**src/design/tac_pkg.sv**
```systemverilog
// ----------------------------------------------------------------------------
// tac_pkg: shared types and constants for triangle assembly and culling
// Widths of the fixed-point datapath, register codes, queue and result types.
// ----------------------------------------------------------------------------
package tac_pkg;

  // Fixed-point format of the clip coordinates
  localparam int FRACTION_BITS = 16;
  localparam int COORD_W       = 32;
  localparam int ID_W          = 16;
  localparam int SLOTS         = 3;

  // Rounding by 4 bits, w scaled down by 6 bits when large
  localparam int ROUND_SHIFT   = 4;
  localparam int W_SCALE_SHIFT = 6;
  localparam logic signed [COORD_W:0] ROUND_BIAS = 33'sd8;
  localparam logic [COORD_W-1:0] W_BIG_MASK = 32'hff00_0000;

  // Datapath widths
  localparam int XY_W   = COORD_W + 1 - ROUND_SHIFT;         // rounded x, y
  localparam int RW_W   = COORD_W + 1 - W_SCALE_SHIFT - ROUND_SHIFT + 1; // rounded w
  localparam int MUL_W  = XY_W + 1;                          // multiplier operand
  localparam int PROD_W = 2 * MUL_W;
  localparam int D_W    = 2 * XY_W + 1 - FRACTION_BITS;      // difference of two products
  localparam int LO_W   = 22;                                // low part of a difference
  localparam int HI_W   = D_W - LO_W;
  localparam int ACC_W  = RW_W + D_W + 2;

  // Determinant sequencer
  localparam int STEP_W    = 3;
  localparam logic [STEP_W-1:0] LAST_STEP = 3'd6;

  // Queue between front and back
  localparam int QUEUE_DEPTH = 2;
  localparam int QPTR_W      = $clog2(QUEUE_DEPTH);
  localparam int QCNT_W      = $clog2(QUEUE_DEPTH + 1);

  // Configuration port
  localparam int CFG_INDEX_W = 3;
  localparam int CFG_DATA_W  = 2;

  localparam logic [CFG_INDEX_W-1:0] CFG_PRIMITIVE_MODE  = 3'd0;
  localparam logic [CFG_INDEX_W-1:0] CFG_CULL_ENABLE     = 3'd1;
  localparam logic [CFG_INDEX_W-1:0] CFG_CULL_FACE       = 3'd2;
  localparam logic [CFG_INDEX_W-1:0] CFG_CLOCKWISE_FRONT = 3'd3;
  localparam logic [CFG_INDEX_W-1:0] CFG_TWO_SIDED_LIGHT = 3'd4;

  localparam logic [1:0] MODE_LIST  = 2'd0;
  localparam logic [1:0] MODE_STRIP = 2'd1;
  localparam logic [1:0] MODE_FAN   = 2'd2;

  localparam logic [1:0] CULL_FRONT = 2'd0;
  localparam logic [1:0] CULL_BACK  = 2'd1;
  localparam logic [1:0] CULL_BOTH  = 2'd2;

  typedef struct packed {
    logic [1:0] primitive_mode;
    logic       cull_enable;
    logic [1:0] cull_face;
    logic       clockwise_front;
    logic       two_sided_light;
  } cfg_t;

  typedef struct packed {
    logic [ID_W-1:0]    id;
    logic [COORD_W-1:0] x;
    logic [COORD_W-1:0] y;
    logic [COORD_W-1:0] w;
  } vertex_t;

  // One assembled triangle, vertices in triangle order
  typedef struct packed {
    vertex_t [SLOTS-1:0] v;
  } job_t;

  typedef struct packed {
    logic [ID_W-1:0] first_id;
    logic [ID_W-1:0] second_id;
    logic [ID_W-1:0] third_id;
    logic            is_clockwise;
    logic            is_back_face;
    logic            is_culled;
    logic            use_back_colour;
  } result_t;

  typedef enum logic [1:0] {
    BK_IDLE,
    BK_CALC,
    BK_EMIT
  } back_state_t;

  // floor((v + 8) / 16), one bit wider so it cannot overflow
  function automatic logic signed [XY_W-1:0] rnd4(input logic signed [COORD_W-1:0] v);
    logic signed [COORD_W:0] t;
    t = (COORD_W+1)'(v) + ROUND_BIAS;
    return t[COORD_W:ROUND_SHIFT];
  endfunction

endpackage

```
**src/design/tac_front.sv**
```systemverilog
// ----------------------------------------------------------------------------
// tac_front: vertex slots and primitive assembly
// Stores each accepted vertex and hands every triangle formed to the queue.
// ----------------------------------------------------------------------------
module tac_front (
  input  logic                        clk,
  input  logic                        rst,
  input  tac_pkg::cfg_t               cfg,
  input  logic                        accept,
  input  logic                        start_primitive,
  input  tac_pkg::vertex_t            vertex,
  output logic                        q_wr,
  output tac_pkg::job_t               q_data
);
  import tac_pkg::*;

  localparam logic [1:0] SLOT_LAST   = 2'd2;
  localparam logic [1:0] SLOT_FULL   = 2'd3;
  localparam logic [1:0] PHASE_EVEN  = 2'd2;
  localparam logic [1:0] PHASE_ODD   = 2'd3;

  vertex_t    slot [SLOTS];
  vertex_t    slot_new [SLOTS];
  logic [1:0] write_slot, write_slot_next;
  logic [1:0] assembly_phase, assembly_phase_next;
  logic [1:0] ws0, ph0, s, ws1;
  logic       tri_formed, swap_bc, chain;

  // assembly decisions for the incoming vertex
  always_comb begin
    ws0 = start_primitive ? 2'd0 : write_slot;
    ph0 = start_primitive ? 2'd0 : assembly_phase;
    s   = (ws0 > SLOT_LAST) ? 2'd0 : ws0;
    ws1 = s + 2'd1;
    chain = cfg.primitive_mode inside {MODE_STRIP, MODE_FAN};
    write_slot_next     = ws1;
    assembly_phase_next = ph0;
    tri_formed = 1'b0;
    swap_bc    = 1'b0;
    if (chain) begin
      if (ph0 == PHASE_ODD) begin
        tri_formed = 1'b1;
        swap_bc    = 1'b1;
        assembly_phase_next = PHASE_EVEN;
      end else if (ph0 == PHASE_EVEN) begin
        tri_formed = 1'b1;
        assembly_phase_next = PHASE_ODD;
      end else begin
        assembly_phase_next = ph0 + 2'd1;
      end
      if (ws1 == SLOT_FULL) begin
        write_slot_next = (cfg.primitive_mode == MODE_FAN) ? 2'd1 : 2'd0;
      end
    end else if (ws1 == SLOT_FULL) begin
      tri_formed = 1'b1;
      write_slot_next = 2'd0;
    end
  end

  // slots as they stand once this vertex is in
  always_comb begin
    for (int i = 0; i < SLOTS; i++) begin
      slot_new[i] = (s == 2'(i)) ? vertex : slot[i];
    end
    q_data.v[0] = slot_new[0];
    q_data.v[1] = swap_bc ? slot_new[2] : slot_new[1];
    q_data.v[2] = swap_bc ? slot_new[1] : slot_new[2];
    q_wr = accept && tri_formed;
  end

  always_ff @(posedge clk) begin
    if (rst) begin
      write_slot     <= 2'd0;
      assembly_phase <= 2'd0;
    end else if (accept) begin
      write_slot     <= write_slot_next;
      assembly_phase <= assembly_phase_next;
    end
  end

  // slot payload, no reset
  always_ff @(posedge clk) begin
    if (accept) begin
      slot[s] <= vertex;
    end
  end

endmodule

```
**config.mk**
```make
export PLATFORM = sky130hd
export DESIGN_NAME = tac_front
export DESIGN_NICKNAME = d
export VERILOG_FILES = /design/src/design/tac_pkg.sv /design/src/design/tac_front.sv
export SDC_FILE = /design/constraint.sdc
export NUM_CORES = 1
export LEC_CHECK = 0
export BUFFER_PORTS_ARGS = -buffer_cell sky130_fd_sc_hd__buf_2
export CAP_MARGIN = 20
export CORE_ASPECT_RATIO = 0.75
export CORE_UTILIZATION = 35
export CTS_BUF_LIST = sky130_fd_sc_hd__clkbuf_4 sky130_fd_sc_hd__clkbuf_8
export CTS_CLUSTER_SIZE = 20
export DETAILED_ROUTE_END_ITERATION = 6
export HOLD_SLACK_MARGIN = 0.1
export SYNTH_ARGS = -nofsm -noshare
export SYNTH_HDL_FRONTEND = slang
export SYNTH_SLANG_ARGS = --single-unit
```
**constraint.sdc**
```tcl
create_clock -name clk -period 21.6 [get_ports clk]
set_input_delay 2.16 -clock clk [delete_from_list [all_inputs] [get_ports clk]]
set_output_delay 2.16 -clock clk [all_outputs]
set_load 0.005 [all_outputs]
```
== After elaboration in Yosys (flattened, before gate mapping) ==
Memories as Yosys holds them, arrays and structs flattened.
Index checks and enable logic that the tools add are counted.

* $add $sub $neg: 2
* $lt $le $gt $ge: 1
* Eq/ne operators: 7
* Mux-type cells: 23
* Reductions and logical operators: 3

{| class="wikitable"
|+ Operator list
! cell !! number
|-
| $mux W112 || 5
|-
| $mux W2 || 9
|-
| $eq A2 B2 Y1 const B || 5
|-
| $mux W1 || 9
|-
| $add A2 B1 Y2 const B || 2
|-
| $eq A2 B1 Y1 const B || 2
|-
| $gt A2 B2 Y1 const B || 1
|-
| $logic_not A2 Y1 || 1
|-
| $reduce_bool A2 Y1 || 1
|-
| $logic_and A1 B1 Y1 || 1
|}

* Register bits after elaboration: 4
* Bits in writable memories: 336
* Output and inout port bits: 337
* Memories: 1

{| class="wikitable"
|+ Memory list
! name !! depth !! width !! read ports !! clocked after memory_dff !! write ports !! RTL line !! text
|-
| slot || 3 || 112 || 3 || 0 || 1 || tac_front.sv:22 || <nowiki>vertex_t slot [SLOTS];</nowiki>
|}

== Longest topological paths before layout ==
* Depth in word-level cells: 8
* Mapped depth: 8
* Depth with buffers taken out: 6

== Worst setup path before layout ==
Ideal clock, no wire load.

* Path kind: in2reg
* Start point: input port start_primitive
* End point: memory slot[1][0] (netlist bit) (enable)
* Setup time: 720 ps
* Arrival: 10096 ps
* Setup slack: 10784 ps
* Stages on the path: 4
* Cells stage by stage: buf_2 nor2b_1 inv_1 nor3_1

* Word-level cells in the longest chain between the ends: 3

{| class="wikitable"
|+ Ends and longest elaborated chain
! what !! RTL line !! text
|-
| start: declaration || tac_front.sv:10 || <nowiki>input logic start_primitive,</nowiki>
|-
| $mux W2 (*) || tac_front.sv:31 || <nowiki>ws0 = start_primitive ? 2'd0 : write_slot;</nowiki>
|-
| $gt A2 B2 Y1 || tac_front.sv:33 || <nowiki>s = (ws0 > SLOT_LAST) ? 2'd0 : ws0;</nowiki>
|-
| $mux W2 (*) || tac_front.sv:33 ||
|-
| end: declaration || tac_front.sv:22 ||
|}

Every way passes the cells marked *; elsewhere a longest branch is shown, timed or not.

==> impl_metrics.py <==
metrics = {
    "hold_path": {
        "timing.hold.worst.class": "reg2reg",
    },
    "final_layout": {
        "num-nets-final": 1599,
        "fillCellCount": 4122,
        "synthesis_to_finish_area_growth_pct": 24.5,
        "post_route_cells_drive_above_1_share_pct": 59.9,
        "postLayoutCoreUtil_pct": 44.6,
    },
    "synth": {
        "synth_area_leaders": "edfxtp_1 63%, o221a_2 16%, or3_1 8.7%, mux2_2 7.8%, clkbuf_1 1.5%",
        "synthDominantCellAreaShare_pct": 62.6,
        "synthesis.area_um2": 16100,
        "post-synth-top-area-cell": "edfxtp_1",
        "dominantRegCellSynth": "edfxtp_1",
        "ys_warn_count": 0,
        "syn_nets": 1178,
        "post_synth_num_cell_types": 28,
        "synthCells": 1052,
        "async_flop_share_pct": 0,
        "synth-edff-count": 336,
        "ys_seq_elements": 340,
        "synth.avg_cell_area_um2": 15.3,
        "ys_seq_area_share_pct": 63.1,
    },
    "flow_run": {
        "max_cap_violations": 0,
    },
    "global_route": {
        "number_of_global_route_vias_before_repair": 12000,
        "grt_start_max_net_pins": 131,
        "antenna_violations_before_repair": 9,
        "globalRouteTotalUtil_pct": 20.7,
        "grt_pass1_wl_um": 75600,
        "gr-total-overflow": 0,
    },
    "place": {
        "detailedPlacementHpwl_um": 29400,
        "port_buffers": 454,
        "gp_routability_congestion": 0.791,
    },
    "power": {
        "p_leak_nw": 7.14,
        "pwr_density_cell_nw_per_um2": 74.7,
        "largest_voltage_drop_on_the_vdd_net_mv": 0.0470,
    },
    "timing": {
        "final.setup_skew_ns": 0.0218,
        "slew-limit-headroom_pct": 23.2,
        "finalSetupTns_ns": 0,
        "achievable-frequency_ghz": 0.131,
        "final_report_setup_violation_count": 0,
        "timing.final.max_slew_violations": 0,
        "final_min_period_over_clock_period_pct": 35.3,
        "max_slew.worst_pin.slew_ns": 1.15,
        "finalWorstPathRequiredPeriod_ns": 7.62,
        "grt_setup_unrepaired": "false",
        "timing.final.hold_violations": 0,
    },
    "clock_network": {
        "clock_latency_ns": 0.61,
        "clock_buffer_count_from_cts": 56,
        "path_clk_slew_ns": 0.06,
        "cts.sinks": 340,
        "cts_resized": 0,
        "cts_tree": "done",
        "htree_num_levels": 2,
        "cts.path.max_buffers": 3,
        "clock_tree.root_cell": "clkbuf_8",
        "number_of_buffers_added_for_setup_after_cts": 0,
        "post_cts_hold_buffers": 0,
    },
    "worst_setup_path": {
        "timing.critical_path.fanout_max": 96,
        "timing.critical_path.from_type": "input pin",
        "critical-path-top-delay-family": "buffers and inverters",
        "timing.setup.critical_path_class": "in2out",
        "critical_path_buf_inv_count": 5,
        "cp.required_ns": 19.44,
        "critical-path-slowest-cell": "buf_4",
        "worstPathCellList": "buf_2, inv_1, ha_1, nand4bb_4, buf_4, nand2b_4, buf_4, o221a_2, buf_2",
        "critical-path-max-stage-delay_ns": 0.76,
        "worst_ep_arrival_time_ns": 5.46,
        "cp-end-kind": "output pin",
    },
    "routing": {
        "wl_per_cell_um": 24.1,
        "viasPerCell": 5.77,
        "final_ant_viol_nets": 0,
        "wirelength_um": 50700,
        "detail_route.drc_violations": 0,
        "vias": 12200,
        "first_pass_iters": 5,
        "drt_first_iter_violations": 855,
    },
    "floorplanning": {
        "num_rows": 67,
        "dieArea_um2": 46900,
        "count_of_boundary_i_o_pins": 460,
        "die_height_um": 188,
        "floorplan.initialDensity_pct": 35.8,
        "dieWidth_um": 250,
        "core_area_um2": 45000,
    },
    "run_status": {
        "run_status": "finished clean",
    },
}
## routing by layer
layer  wire (um)  GRT usage [%]  vias to the layer above
met2       23500           32.0                      498
li1            -              -                     5332
met1       21900           28.3                     6231
met3        4300           5.98                       84
met4         989           5.53                        8
met5          44              0                        -
## layout by cell type (no fill, tap or decap), types with 3 or more instances in the layout
cell type  synthesis  layout
buf_4              8      19
or3_1            224     224
o221a_2          224     224
dfxtp_1            4       4
a21oi_1            3       3
nor2_1             3       3
clkinv_2           0       3
mux2_2           112     112
clkbuf_4           0      18
edfxtp_1         336     336
clkbuf_8           0      63
buf_2             37     454
diode_2            0       3
clkinv_1           0      14
inv_1              6       6
nor3b_1            3       3
## registers in the layout, indices dropped and copies added (netlist names)
register	flops
assembly_phase	2
slot	336
write_slot	2
## layout make-up
class                      instances  area [um2]  share of cell area (%)
sequential                       340       10200                    50.7
multi-input combinational        595        5530                    27.6
timing repair buffer             474        2440                    12.2
clock buffer                      81        1000                    5.00
tap                              586         733                    3.66
clock inverter                    22         151                   0.755
inverter                           6        22.5                   0.112
antenna                            3        7.51                  0.0374
## report_power, final
group | internal, W | switching [W] | total (W) | leakage, nW
sequential | 0.000750 | 0.00000643 | 0.000756 | 3.14
combinational | 0.0000672 | 0.0000906 | 0.000158 | 3.39
clock | 0.000321 | 0.000263 | 0.000584 | 0.602
## per-stage QoR
| stage | hold WS (ns) | std cells | area [um2] | setup slack [ns] | total power (W) |
|---|---|---|---|---|---|
| after global placement | 0.557 | 2000 | 18900 | 14.02 | 0.000927 |
| after CTS | 0.572 | 2103 | 20000 | 14.03 | 0.00152 |
| after floorplan | 0.483 | 1052 | 16100 | 10.78 | 0.000845 |
| after detailed placement | 0.559 | 2000 | 18900 | 14.03 | 0.000929 |
| after global routing | 0.643 | 2107 | 20100 | 13.87 | 0.00155 |
| final | 0.576 | 2107 | 20100 | 13.98 | 0.00150 |
## cells by family (layout without fill, tap and decap cells)
group / after synthesis / in the layout / synth area share [%]
and+or+nand+nor: 244 / 244 / 9.46
buffers and inverters: 117 / 583 / 3.20
muxes: 115 / 115 / 8.01
other: 0 / 3 / 0
DFF: 340 / 340 / 63.1
adders and majority gates: 3 / 3 / 0.233
AOI/OAI and AO/OA: 233 / 233 / 16.0
## cells in the mapped netlist (all sizes together), types with 3 or more instances
master    n
a21oi     3
buf      46
clkbuf   65
dfxtp     4
edfxtp  336
ha        3
inv       6
mux2    112
mux2i     3
nand2b    3
nor2      3
nor2b     4
nor3b     3
o221a   224
or3     224
## final timing paths
| path | startpoint | slack, ns | cells past startpoint | to |
|---|---|---|---|---|
| setup reg to reg | write_slot[1]$_SDFFE_PP0P_ | 16.75 | 5 | slot[0][30]$_DFFE_PP_ |
| setup / recovery | cfg[5] | 13.98 | 9 | q_data[254] |
| hold reg to reg | assembly_phase[0]$_SDFFE_PP0P_ | 0.58 | 2 | assembly_phase[0]$_SDFFE_PP0P_ |
| hold / removal | assembly_phase[0]$_SDFFE_PP0P_ | 0.58 | 2 | assembly_phase[0]$_SDFFE_PP0P_ |
## worst min-delay path, cell delays in order (launching register included)
cell     delay, ns
dfxtp_1       0.36
o21ai_0       0.10
a21oi_1       0.07
No activity file was read; power rests on OpenSTA's default activity.
