$ cat config.mk
export PLATFORM = sky130hd
export DESIGN_NAME = tac_queue
export DESIGN_NICKNAME = d
export VERILOG_FILES = /design/src/design/tac_pkg.sv /design/src/design/tac_queue.sv
export SDC_FILE = /design/constraint.sdc
export NUM_CORES = 1
export LEC_CHECK = 0
export ABC_AREA = 1
export BUFFER_PORTS_ARGS = -buffer_cell sky130_fd_sc_hd__clkbuf_2
export CAP_MARGIN = 25
export CORE_MARGIN = 2
export CORE_UTILIZATION = 32
export DETAILED_ROUTE_END_ITERATION = 8
export PLACE_DENSITY = 0.62
export SETUP_SLACK_MARGIN = 0.1
export SYNTH_ARGS = -nofsm -noshare
export SYNTH_HDL_FRONTEND = slang
export SYNTH_SLANG_ARGS = --single-unit
$ cat constraint.sdc
create_clock -name clk -period 36.8 [get_ports clk]
set_input_delay 5.52 -clock clk [delete_from_list [all_inputs] [get_ports clk]]
set_output_delay 5.52 -clock clk [all_outputs]
set_load 0.01 [all_outputs]
$ cat src/design/tac_pkg.sv
// ----------------------------------------------------------------------------
// tac_pkg: shared types and constants for triangle assembly and culling
// Widths of the fixed-point datapath, register codes, queue and result types.
// ----------------------------------------------------------------------------
package tac_pkg;

  // Fixed-point format of the clip coordinates
  localparam int FRACTION_BITS = 16;
  localparam int COORD_W       = 32;
  localparam int ID_W          = 16;
  localparam int SLOTS         = 3;

  // Rounding by 4 bits, w scaled down by 6 bits when large
  localparam int ROUND_SHIFT   = 4;
  localparam int W_SCALE_SHIFT = 6;
  localparam logic signed [COORD_W:0] ROUND_BIAS = 33'sd8;
  localparam logic [COORD_W-1:0] W_BIG_MASK = 32'hff00_0000;

  // Datapath widths
  localparam int XY_W   = COORD_W + 1 - ROUND_SHIFT;         // rounded x, y
  localparam int RW_W   = COORD_W + 1 - W_SCALE_SHIFT - ROUND_SHIFT + 1; // rounded w
  localparam int MUL_W  = XY_W + 1;                          // multiplier operand
  localparam int PROD_W = 2 * MUL_W;
  localparam int D_W    = 2 * XY_W + 1 - FRACTION_BITS;      // difference of two products
  localparam int LO_W   = 22;                                // low part of a difference
  localparam int HI_W   = D_W - LO_W;
  localparam int ACC_W  = RW_W + D_W + 2;

  // Determinant sequencer
  localparam int STEP_W    = 3;
  localparam logic [STEP_W-1:0] LAST_STEP = 3'd6;

  // Queue between front and back
  localparam int QUEUE_DEPTH = 2;
  localparam int QPTR_W      = $clog2(QUEUE_DEPTH);
  localparam int QCNT_W      = $clog2(QUEUE_DEPTH + 1);

  // Configuration port
  localparam int CFG_INDEX_W = 3;
  localparam int CFG_DATA_W  = 2;

  localparam logic [CFG_INDEX_W-1:0] CFG_PRIMITIVE_MODE  = 3'd0;
  localparam logic [CFG_INDEX_W-1:0] CFG_CULL_ENABLE     = 3'd1;
  localparam logic [CFG_INDEX_W-1:0] CFG_CULL_FACE       = 3'd2;
  localparam logic [CFG_INDEX_W-1:0] CFG_CLOCKWISE_FRONT = 3'd3;
  localparam logic [CFG_INDEX_W-1:0] CFG_TWO_SIDED_LIGHT = 3'd4;

  localparam logic [1:0] MODE_LIST  = 2'd0;
  localparam logic [1:0] MODE_STRIP = 2'd1;
  localparam logic [1:0] MODE_FAN   = 2'd2;

  localparam logic [1:0] CULL_FRONT = 2'd0;
  localparam logic [1:0] CULL_BACK  = 2'd1;
  localparam logic [1:0] CULL_BOTH  = 2'd2;

  typedef struct packed {
    logic [1:0] primitive_mode;
    logic       cull_enable;
    logic [1:0] cull_face;
    logic       clockwise_front;
    logic       two_sided_light;
  } cfg_t;

  typedef struct packed {
    logic [ID_W-1:0]    id;
    logic [COORD_W-1:0] x;
    logic [COORD_W-1:0] y;
    logic [COORD_W-1:0] w;
  } vertex_t;

  // One assembled triangle, vertices in triangle order
  typedef struct packed {
    vertex_t [SLOTS-1:0] v;
  } job_t;

  typedef struct packed {
    logic [ID_W-1:0] first_id;
    logic [ID_W-1:0] second_id;
    logic [ID_W-1:0] third_id;
    logic            is_clockwise;
    logic            is_back_face;
    logic            is_culled;
    logic            use_back_colour;
  } result_t;

  typedef enum logic [1:0] {
    BK_IDLE,
    BK_CALC,
    BK_EMIT
  } back_state_t;

  // floor((v + 8) / 16), one bit wider so it cannot overflow
  function automatic logic signed [XY_W-1:0] rnd4(input logic signed [COORD_W-1:0] v);
    logic signed [COORD_W:0] t;
    t = (COORD_W+1)'(v) + ROUND_BIAS;
    return t[COORD_W:ROUND_SHIFT];
  endfunction

endpackage

$ cat src/design/tac_queue.sv
// ----------------------------------------------------------------------------
// tac_queue: short triangle queue between assembly and the determinant unit
// Two entries, so assembly keeps taking vertices while a triangle is worked on.
// ----------------------------------------------------------------------------
module tac_queue (
  input  logic           clk,
  input  logic           rst,
  input  logic           wr_en,
  input  tac_pkg::job_t  wr_data,
  input  logic           rd_en,
  output tac_pkg::job_t  rd_data,
  output logic           full,
  output logic           empty
);
  import tac_pkg::*;

  job_t              entry [QUEUE_DEPTH];
  logic [QPTR_W-1:0] wr_ptr, rd_ptr;
  logic [QCNT_W-1:0] count;

  assign full    = (count == QCNT_W'(QUEUE_DEPTH));
  assign empty   = (count == '0);
  assign rd_data = entry[rd_ptr];

  // pointers and fill level
  always_ff @(posedge clk) begin
    if (rst) begin
      wr_ptr <= '0;
      rd_ptr <= '0;
      count  <= '0;
    end else begin
      if (wr_en) begin
        wr_ptr <= (wr_ptr == QPTR_W'(QUEUE_DEPTH - 1)) ? '0 : wr_ptr + 1'b1;
      end
      if (rd_en) begin
        rd_ptr <= (rd_ptr == QPTR_W'(QUEUE_DEPTH - 1)) ? '0 : rd_ptr + 1'b1;
      end
      if (wr_en && !rd_en) begin
        count <= count + 1'b1;
      end else if (rd_en && !wr_en) begin
        count <= count - 1'b1;
      end
    end
  end

  always_ff @(posedge clk) begin
    if (wr_en) begin
      entry[wr_ptr] <= wr_data;
    end
  end

endmodule

* Yosys cells after proc, flatten, opt, wreduce, memory -nomap -nowiden
Memories as Yosys holds them, arrays and structs flattened. A register that Yosys moved wholly into a read port is not among the register bits.
Cells that the tools add are included.
** Word-level totals
- Output and inout port bits :: 338
- Flip-flop bits (word level) :: 4
- Input bits :: 340
- Logic and storage cells :: 23
- Memory bits (writable) :: 672
- Memories kept :: 1
** Cells by class
- Multiplexer cells :: 8
- $add $sub $neg :: 4
- Reduce and logical (&&, ||, !) cells :: 6
- Equality and inequality tests :: 1
** Memory list
- entry :: words 2, width 336, rd ports 1, clocked after Yosys merged registers in 1, wr ports 1, RTL line tac_queue.sv:17 : job_t entry [QUEUE_DEPTH];
** Operators by type and width (count)
- 2-to-1 mux 1 bit :: 6
- 2-to-1 mux 2 bit :: 2
- adder 1 bit, second input constant :: 2
- adder 2 x 1 -> 2 bit, second input constant :: 1
- equality test 2 bit, second input constant :: 1
- logical AND 1 bit :: 2
- zero test 1 bit :: 2
- zero test 2 bit :: 1
- nonzero test 2 bit :: 1
- subtractor 2 x 1 -> 2 bit, second input constant :: 1

* Longest topological paths before layout
Gate-level depths: netlist of the first run.
- Word-level depth :: 4
- Gate-level depth with buffers :: 8
- Depth with buffers taken out :: 8

* Least setup slack after synthesis of the first run
OpenSTA, ideal clock, no wires.
- Path kind :: in2reg
- From :: input port wr_en
- To :: memory entry[0][0] (netlist name) (enable)
- Slack :: 16.159 ns
- Cell stages on the path :: 2
- Setup time :: 1.050 ns
- Arrival :: 19.591 ns
- Cells stage by stage :: inv_1 > nor2_1
** Between the ends
- Longest elaborated chain between the ends :: 2
** RTL lines
- start, declared :: RTL line tac_queue.sv:8 : input logic wr_en,
- 2-to-1 mux 1 bit :: RTL line tac_queue.sv:47 : if (wr_en) begin
- 2-to-1 mux 1 bit (not written as such) :: RTL line tac_queue.sv:48 : entry[wr_ptr] <= wr_data;
- end, declared :: RTL line tac_queue.sv:17
No other way between the ends.

==> results of run 1 <==
-- cell usage in the layout (no fill, tap or decap) --
master,instances
clkbuf_2,677
edfxtp_1,672
mux2_2,296
clkbuf_16,77
mux2_4,40
clkbuf_1,18
clkinv_2,13
clkinv_1,13
buf_4,11
inv_1,8
diode_2,6
nor2_1,6
bufinv_16,6
nand2_1,5
clkinv_8,4
dfxtp_1,4
inv_8,2
inv_6,2
clkbuf_8,2
buf_16,2
nor2_4,1
o21ai_0,1
a21oi_1,1
xnor2_1,1
nor3_1,1
nand3_1,1
nand4_1,1
ha_1,1
dfxtp_4,1
clkinvlp_4,1
buf_12,1
-- cells in the mapped netlist --
cell type / number / share of area, %
dfxtp_1: 5 / 0.41
mux2_2: 296 / 14
nor3_1: 1 / 0.020
nor2_1: 7 / 0.11
buf_4: 20 / 0.61
nand2_1: 5 / 0.076
nand4_1: 1 / 0.025
buf_2: 12 / 0.24
o21ai_0: 1 / 0.020
inv_1: 9 / 0.14
buf_6: 5 / 0.23
a21oi_1: 1 / 0.020
ha_1: 1 / 0.051
edfxtp_1: 672 / 82
mux2_4: 40 / 2.4
xnor2_1: 1 / 0.036
nand3_1: 1 / 0.020
-- power by group --
part | switching [mW] | internal (mW) | total (mW) | leakage, nW
combinational | 0.0984 | 0.0811 | 0.180 | 4.39
sequential | 0.00968 | 0.895 | 0.904 | 6.35
clock | 0.293 | 0.432 | 0.725 | 1.18
-- path summary, 6_finish.rpt --
kind	startpoint	slack, ps	depth (start not counted)	endpoint
setup reg to reg	wr_ptr	33280	4	entry[1][106]
hold / removal	rd_ptr	520	2	flip-flop
hold reg to reg	rd_ptr	520	2	flip-flop
setup / recovery	flip-flop	27830	5	rd_data[73]
-- metrics by stage --
step / area (um2) / total power [mW] / worst slack (ps) / utilization [%] / cells
CTS: 31600 / 1.84 / 27710 / 41.6 / 2899
floorplan: 24600 / 1.04 / 16160 / - / 1078
global route: 31600 / 1.88 / 27600 / 41.6 / 2903
global placement: 29100 / 1.10 / 27890 / 38.3 / 2760
finish: 31600 / 1.81 / 27830 / 41.6 / 2905
detailed placement: 29200 / 1.10 / 28120 / 38.4 / 2762
-- kinds of logic (layout without fill, tap and decap cells) --
group,Yosys count,in the layout,share of synthesized area (%)
compound gates,2,2,0.0406
xor+xnor,1,1,0.0356
fa+ha+maj,1,1,0.0508
buf+inv,46,837,1.22
flops,677,677,82.4
mux,336,336,16.0
other cells,0,6,0
simple gates,15,15,0.249
-- critical path: stages, from the launching register on --
cell and delay, ps:
dfxtp_4 640, buf_4 780, buf_4 440, buf_16 340, mux2_2 390, clkbuf_2 140
-- area by class of cell --
| cell class | count | area [um2] | share of cell area [%] |
|---|---|---|---|
| sequential | 677 | 20300 | 64.1 |
| multi-input combinational | 355 | 4030 | 12.8 |
| timing repair buffer | 691 | 3550 | 11.2 |
| inverter | 9 | 41.3 | 0.131 |
| clock buffer | 97 | 2020 | 6.39 |
| tap | 1030 | 1290 | 4.08 |
| clock inverter | 40 | 395 | 1.25 |
| antenna | 6 | 15.0 | 0.0475 |
-- flip-flops by register name, indices dropped and copies added, names as in the netlist, named ones only --
name    count
wr_ptr      1
count       2
entry     672
rd_ptr      1
-- per-layer routing --
| layer | vias to the layer above | GRT usage, % | part of all wire, % |
|---|---|---|---|
| met5 | - | 0 | 0.092 |
| met4 | 8 | 5.69 | 3.2 |
| met3 | 110 | 5.70 | 10 |
| met2 | 491 | 24.1 | 52 |
| met1 | 6193 | 13.1 | 34 |
| li1 | 5780 | - | - |
==> results.yml, run 1 <==
die:
  initial_utilization_pct: 32.3
  die_h_um: 281
  fp.coreArea_mm2: 0.0761
  die_w_um: 281
  boundaryPins: 678
  rows: 101
  die-area_mm2: 0.0791
route:
  ant_nets: 0
  vias_per_cell: 4.33
  wire_per_inst_um: 19.1
  dr.pass1.iters: 8
  drc: 0
  dr.first_iter.drc_count: 626
  wirelength_mm: 55.4
  vias: 12582
hold_path:
  hold_class: "flip-flop to flip-flop"
synthesis:
  postSynthAreaPerCell_um2: 22.8
  synthesis.nets: 1419
  synth-seq-area-share_pct: 82.4
  yosys_warnings: 0
  synthDistinctLibCells: 17
  ys_seq_elements: 677
  synth_cells: 1078
  syn-cell-area_mm2: 0.0246
timing:
  finalCriticalPeriod_ps: 8970
  fmax_mhz: 111
  finalSetupViolCount: 0
  finalClockSkew_ps: 16.2
  holdWs_ps: 523
  setup_tns_ps: 0
  slew_headroom_pct: 15.8
  rsz0062_at_grt: "false"
  slew_viol_final: 0
  finalCritPeriodShare_pct: 24.4
  hold_violations: 0
  worst-slew-pin-transition_ps: 1260
clock_network:
  cts-root-buf: "clkbuf_16"
  ctsResizeCount: 0
  clock_path_buffers: 3
  htree_num_levels: 3
  cts_num_sinks: 677
  hold_buffers: 0
  cts_tree: "built"
  post_cts_buffers: 0
  insertion_delay_ps: 600
  cts_buffers: 74
  cts.clk_slew.worst_paths_ps: 60
worst_setup_path:
  setup.worst_path.end_class: "output pin"
  criticalPathCategory: "flip-flop to output pin"
  crit_required_ps: 31280
  cp_max_fo: 68
  start_kind: "flip-flop"
  cp.arrival_ps: 3450
grt:
  grt_pass1_vias: 13491
  grt_max_degree: 156
  overflow: 0
  grt_use_total_pct: 13.3
  antenna_found_initial: 9
  grt_first_pass_wirelength_mm: 78.8
pwr:
  power_density_mw_per_mm2: 57.2
  leakage_nw: 11.9
  vdd.ir_drop.worst_mv: 0.0426
finish:
  drive_gt1_share_pct: 60.8
  fill_cells: 6923
  nNetsFinal: 2149
  syn2layout_area_growth_pct: 28.5
place:
  hpwl_mm: 38.6
  place.port_buffers: 677
  place.gp.congestion: 0.765
job:
  maxCapViolCount: 0
outcome:
  outcome: "complete, no violations"
Power figures use the tool's default switching activity.
==> run 2, diff against run 1 <==
Settings changed: PLACE_DENSITY 0.62 to 0.64.
Clock period 36.8 ns to 7.5 ns, I/O delays scaled along.
==> run 2 against run 1 <==
Sequential power grew to 4.9 times the previous value. Wire length grew 1.1%. Non-clock buffer count shrank 6. Clock skew shrank 0.55 ps. Clock-buffer cell count shrank 11. Die area is the same. Worst hold slack gained 2.2 ps. Highest routed layer unchanged.
==> results.yml, run 2 (synthesis gave the netlist of run 1 again) <==
outcome:
  outcome: "complete, no violations"
timing:
  finalCriticalPeriod_ps: 4020
  finalCritPeriodShare_pct: 53.6
  setup_ws_ps: 3480
  holdWs_ps: 525
  finalSetupViolCount: 0
  slew_headroom_pct: 16.3
  worst-slew-pin-transition_ps: 1250
  fmax_mhz: 249
  finalClockSkew_ps: 15.6
  slew_viol_final: 0
  hold_violations: 0
  rsz0062_at_grt: "false"
  setup_tns_ps: 0
worst_setup_path:
  crit_required_ps: 6380
  criticalPathCategory: "flip-flop to output pin"
  start_kind: "flip-flop"
  cp_max_fo: 157
  setup.worst_path.end_class: "output pin"
  cp.arrival_ps: 2890
finish:
  final_common_cell: "clkbuf_2"
  fin_area_mm2: 0.0314
  syn2layout_area_growth_pct: 27.6
  multiInputGateArea_mm2: 0.00403
  drive_gt1_share_pct: 60.4
  fin_util_pct: 41.3
  largest_reg_flops: 672
  mostFrequentLayoutCells: "clkbuf_2, edfxtp_1, mux2_2, clkbuf_16, mux2_4"
  top_register: "entry"
  fin_cells: 2886
  nNetsFinal: 2141
  seq_area_mm2: 0.0203
  reg.largest.list: "entry x672, count x2"
  fill_cells: 6853
place:
  place.port_buffers: 677
  dp.cells: 2755
  dpl_cell_area_mm2: 0.0292
  place.gp.congestion: 0.841
  hpwl_mm: 38.4
  pre_cts_ws_ps: 4090
clock_network:
  ctsResizeCount: 0
  htree_num_levels: 3
  cts_tree: "built"
  hold_buffers: 0
  cts-root-buf: "clkbuf_16"
  cts_buffers: 72
  clock_path_buffers: 3
  insertion_delay_ps: 600
  post_cts_buffers: 0
  cts.clk_slew.worst_paths_ps: 50
  cts_num_sinks: 677
hold_path:
  hold_class: "flip-flop to flip-flop"
grt:
  busiest_layer: "met2"
  antenna_found_initial: 5
  use_met3_pct: 5.58
  grt_pass1_vias: 13539
  grt_use_total_pct: 13.4
  grt_first_pass_wirelength_mm: 79.1
  overflow: 0
  globalRouteMet1Util_pct: 13.5
  grt_max_degree: 163
  grt_use_met2_pct: 23.9
pwr:
  p_sw_mw: 1.97
  vdd.ir_drop.worst_mv: 0.224
  leakage_nw: 11.8
  finalPower_mw: 8.63
  power_density_mw_per_mm2: 275
  swShare_pct: 22.9
  clock_power_share_pct: 38.4
  p_int_mw: 6.66
  power_frac_comb_pct: 10.2
  pwr-share-seq_pct: 51.5
job:
  maxCapViolCount: 0
route:
  dr.first_iter.drc_count: 720
  drc: 0
  ant_nets: 0
  vias: 12623
  wire_per_inst_um: 19.4
  wirelength_mm: 56.0
  dr.pass1.iters: 4
  vias_per_cell: 4.37
die:
  boundaryPins: 678
  fp.coreArea_mm2: 0.0761
  rows: 101
  die-area_mm2: 0.0791
  die_w_um: 281
  die_h_um: 281
  initial_utilization_pct: 32.3
[run 2: changes by cell type in the layout (fill, tap and decap cells not counted), sizes merged]
cell / before / now
inv: 12 / 13
bufinv: 6 / 2
diode: 6 / 1
buf: 14 / 8
clkinvlp: 1 / 2
clkbuf: 774 / 763
clkinv: 30 / 35
[run 2: path summary, 6_finish.rpt]
check	from	end	slack, ps	cells after the start
setup / recovery	flip-flop	rd_data[61]	3480	3
hold / removal	rd_ptr	rd_ptr	530	2
setup reg to reg	wr_ptr	entry[0][40]	5060	3
hold reg to reg	rd_ptr	rd_ptr	530	2
[run 2: cell type report]
cell class	instances	area share, %
diodes	1	0.00797
inverters	9	0.120
clock inverters	43	1.12
flip-flops and latches	677	64.6
clock buffers	86	5.94
repair buffers	685	11.3
well taps	1030	4.10
multi-input cells	355	12.8
[run 2: per-layer routing]
| metal | part of all wire, % | vias to the layer above |
|---|---|---|
| met5 | 0.064 | - |
| met4 | 3.6 | 6 |
| met3 | 10 | 116 |
| met2 | 51 | 528 |
| met1 | 35 | 6212 |
| li1 | - | 5761 |
[run 2: critical path: stages, from the launching register on]
cell and delay [ps]:
dfxtp_4 760, buf_12 520, mux2_2 450, clkbuf_2 140
[run 2: power by group through the flow]
| stage | Clock [mW] | Sequential, mW | Combinational, mW |
|---|---|---|---|
| final | 3.31 | 4.44 | 0.878 |
| after global routing | 3.56 | 4.46 | 0.942 |
| after CTS | 3.42 | 4.44 | 0.894 |
| after detailed placement | 0 | 4.52 | 0.890 |
| after global placement | 0 | 4.51 | 0.874 |
| after floorplan | 0 | 4.53 | 0.497 |
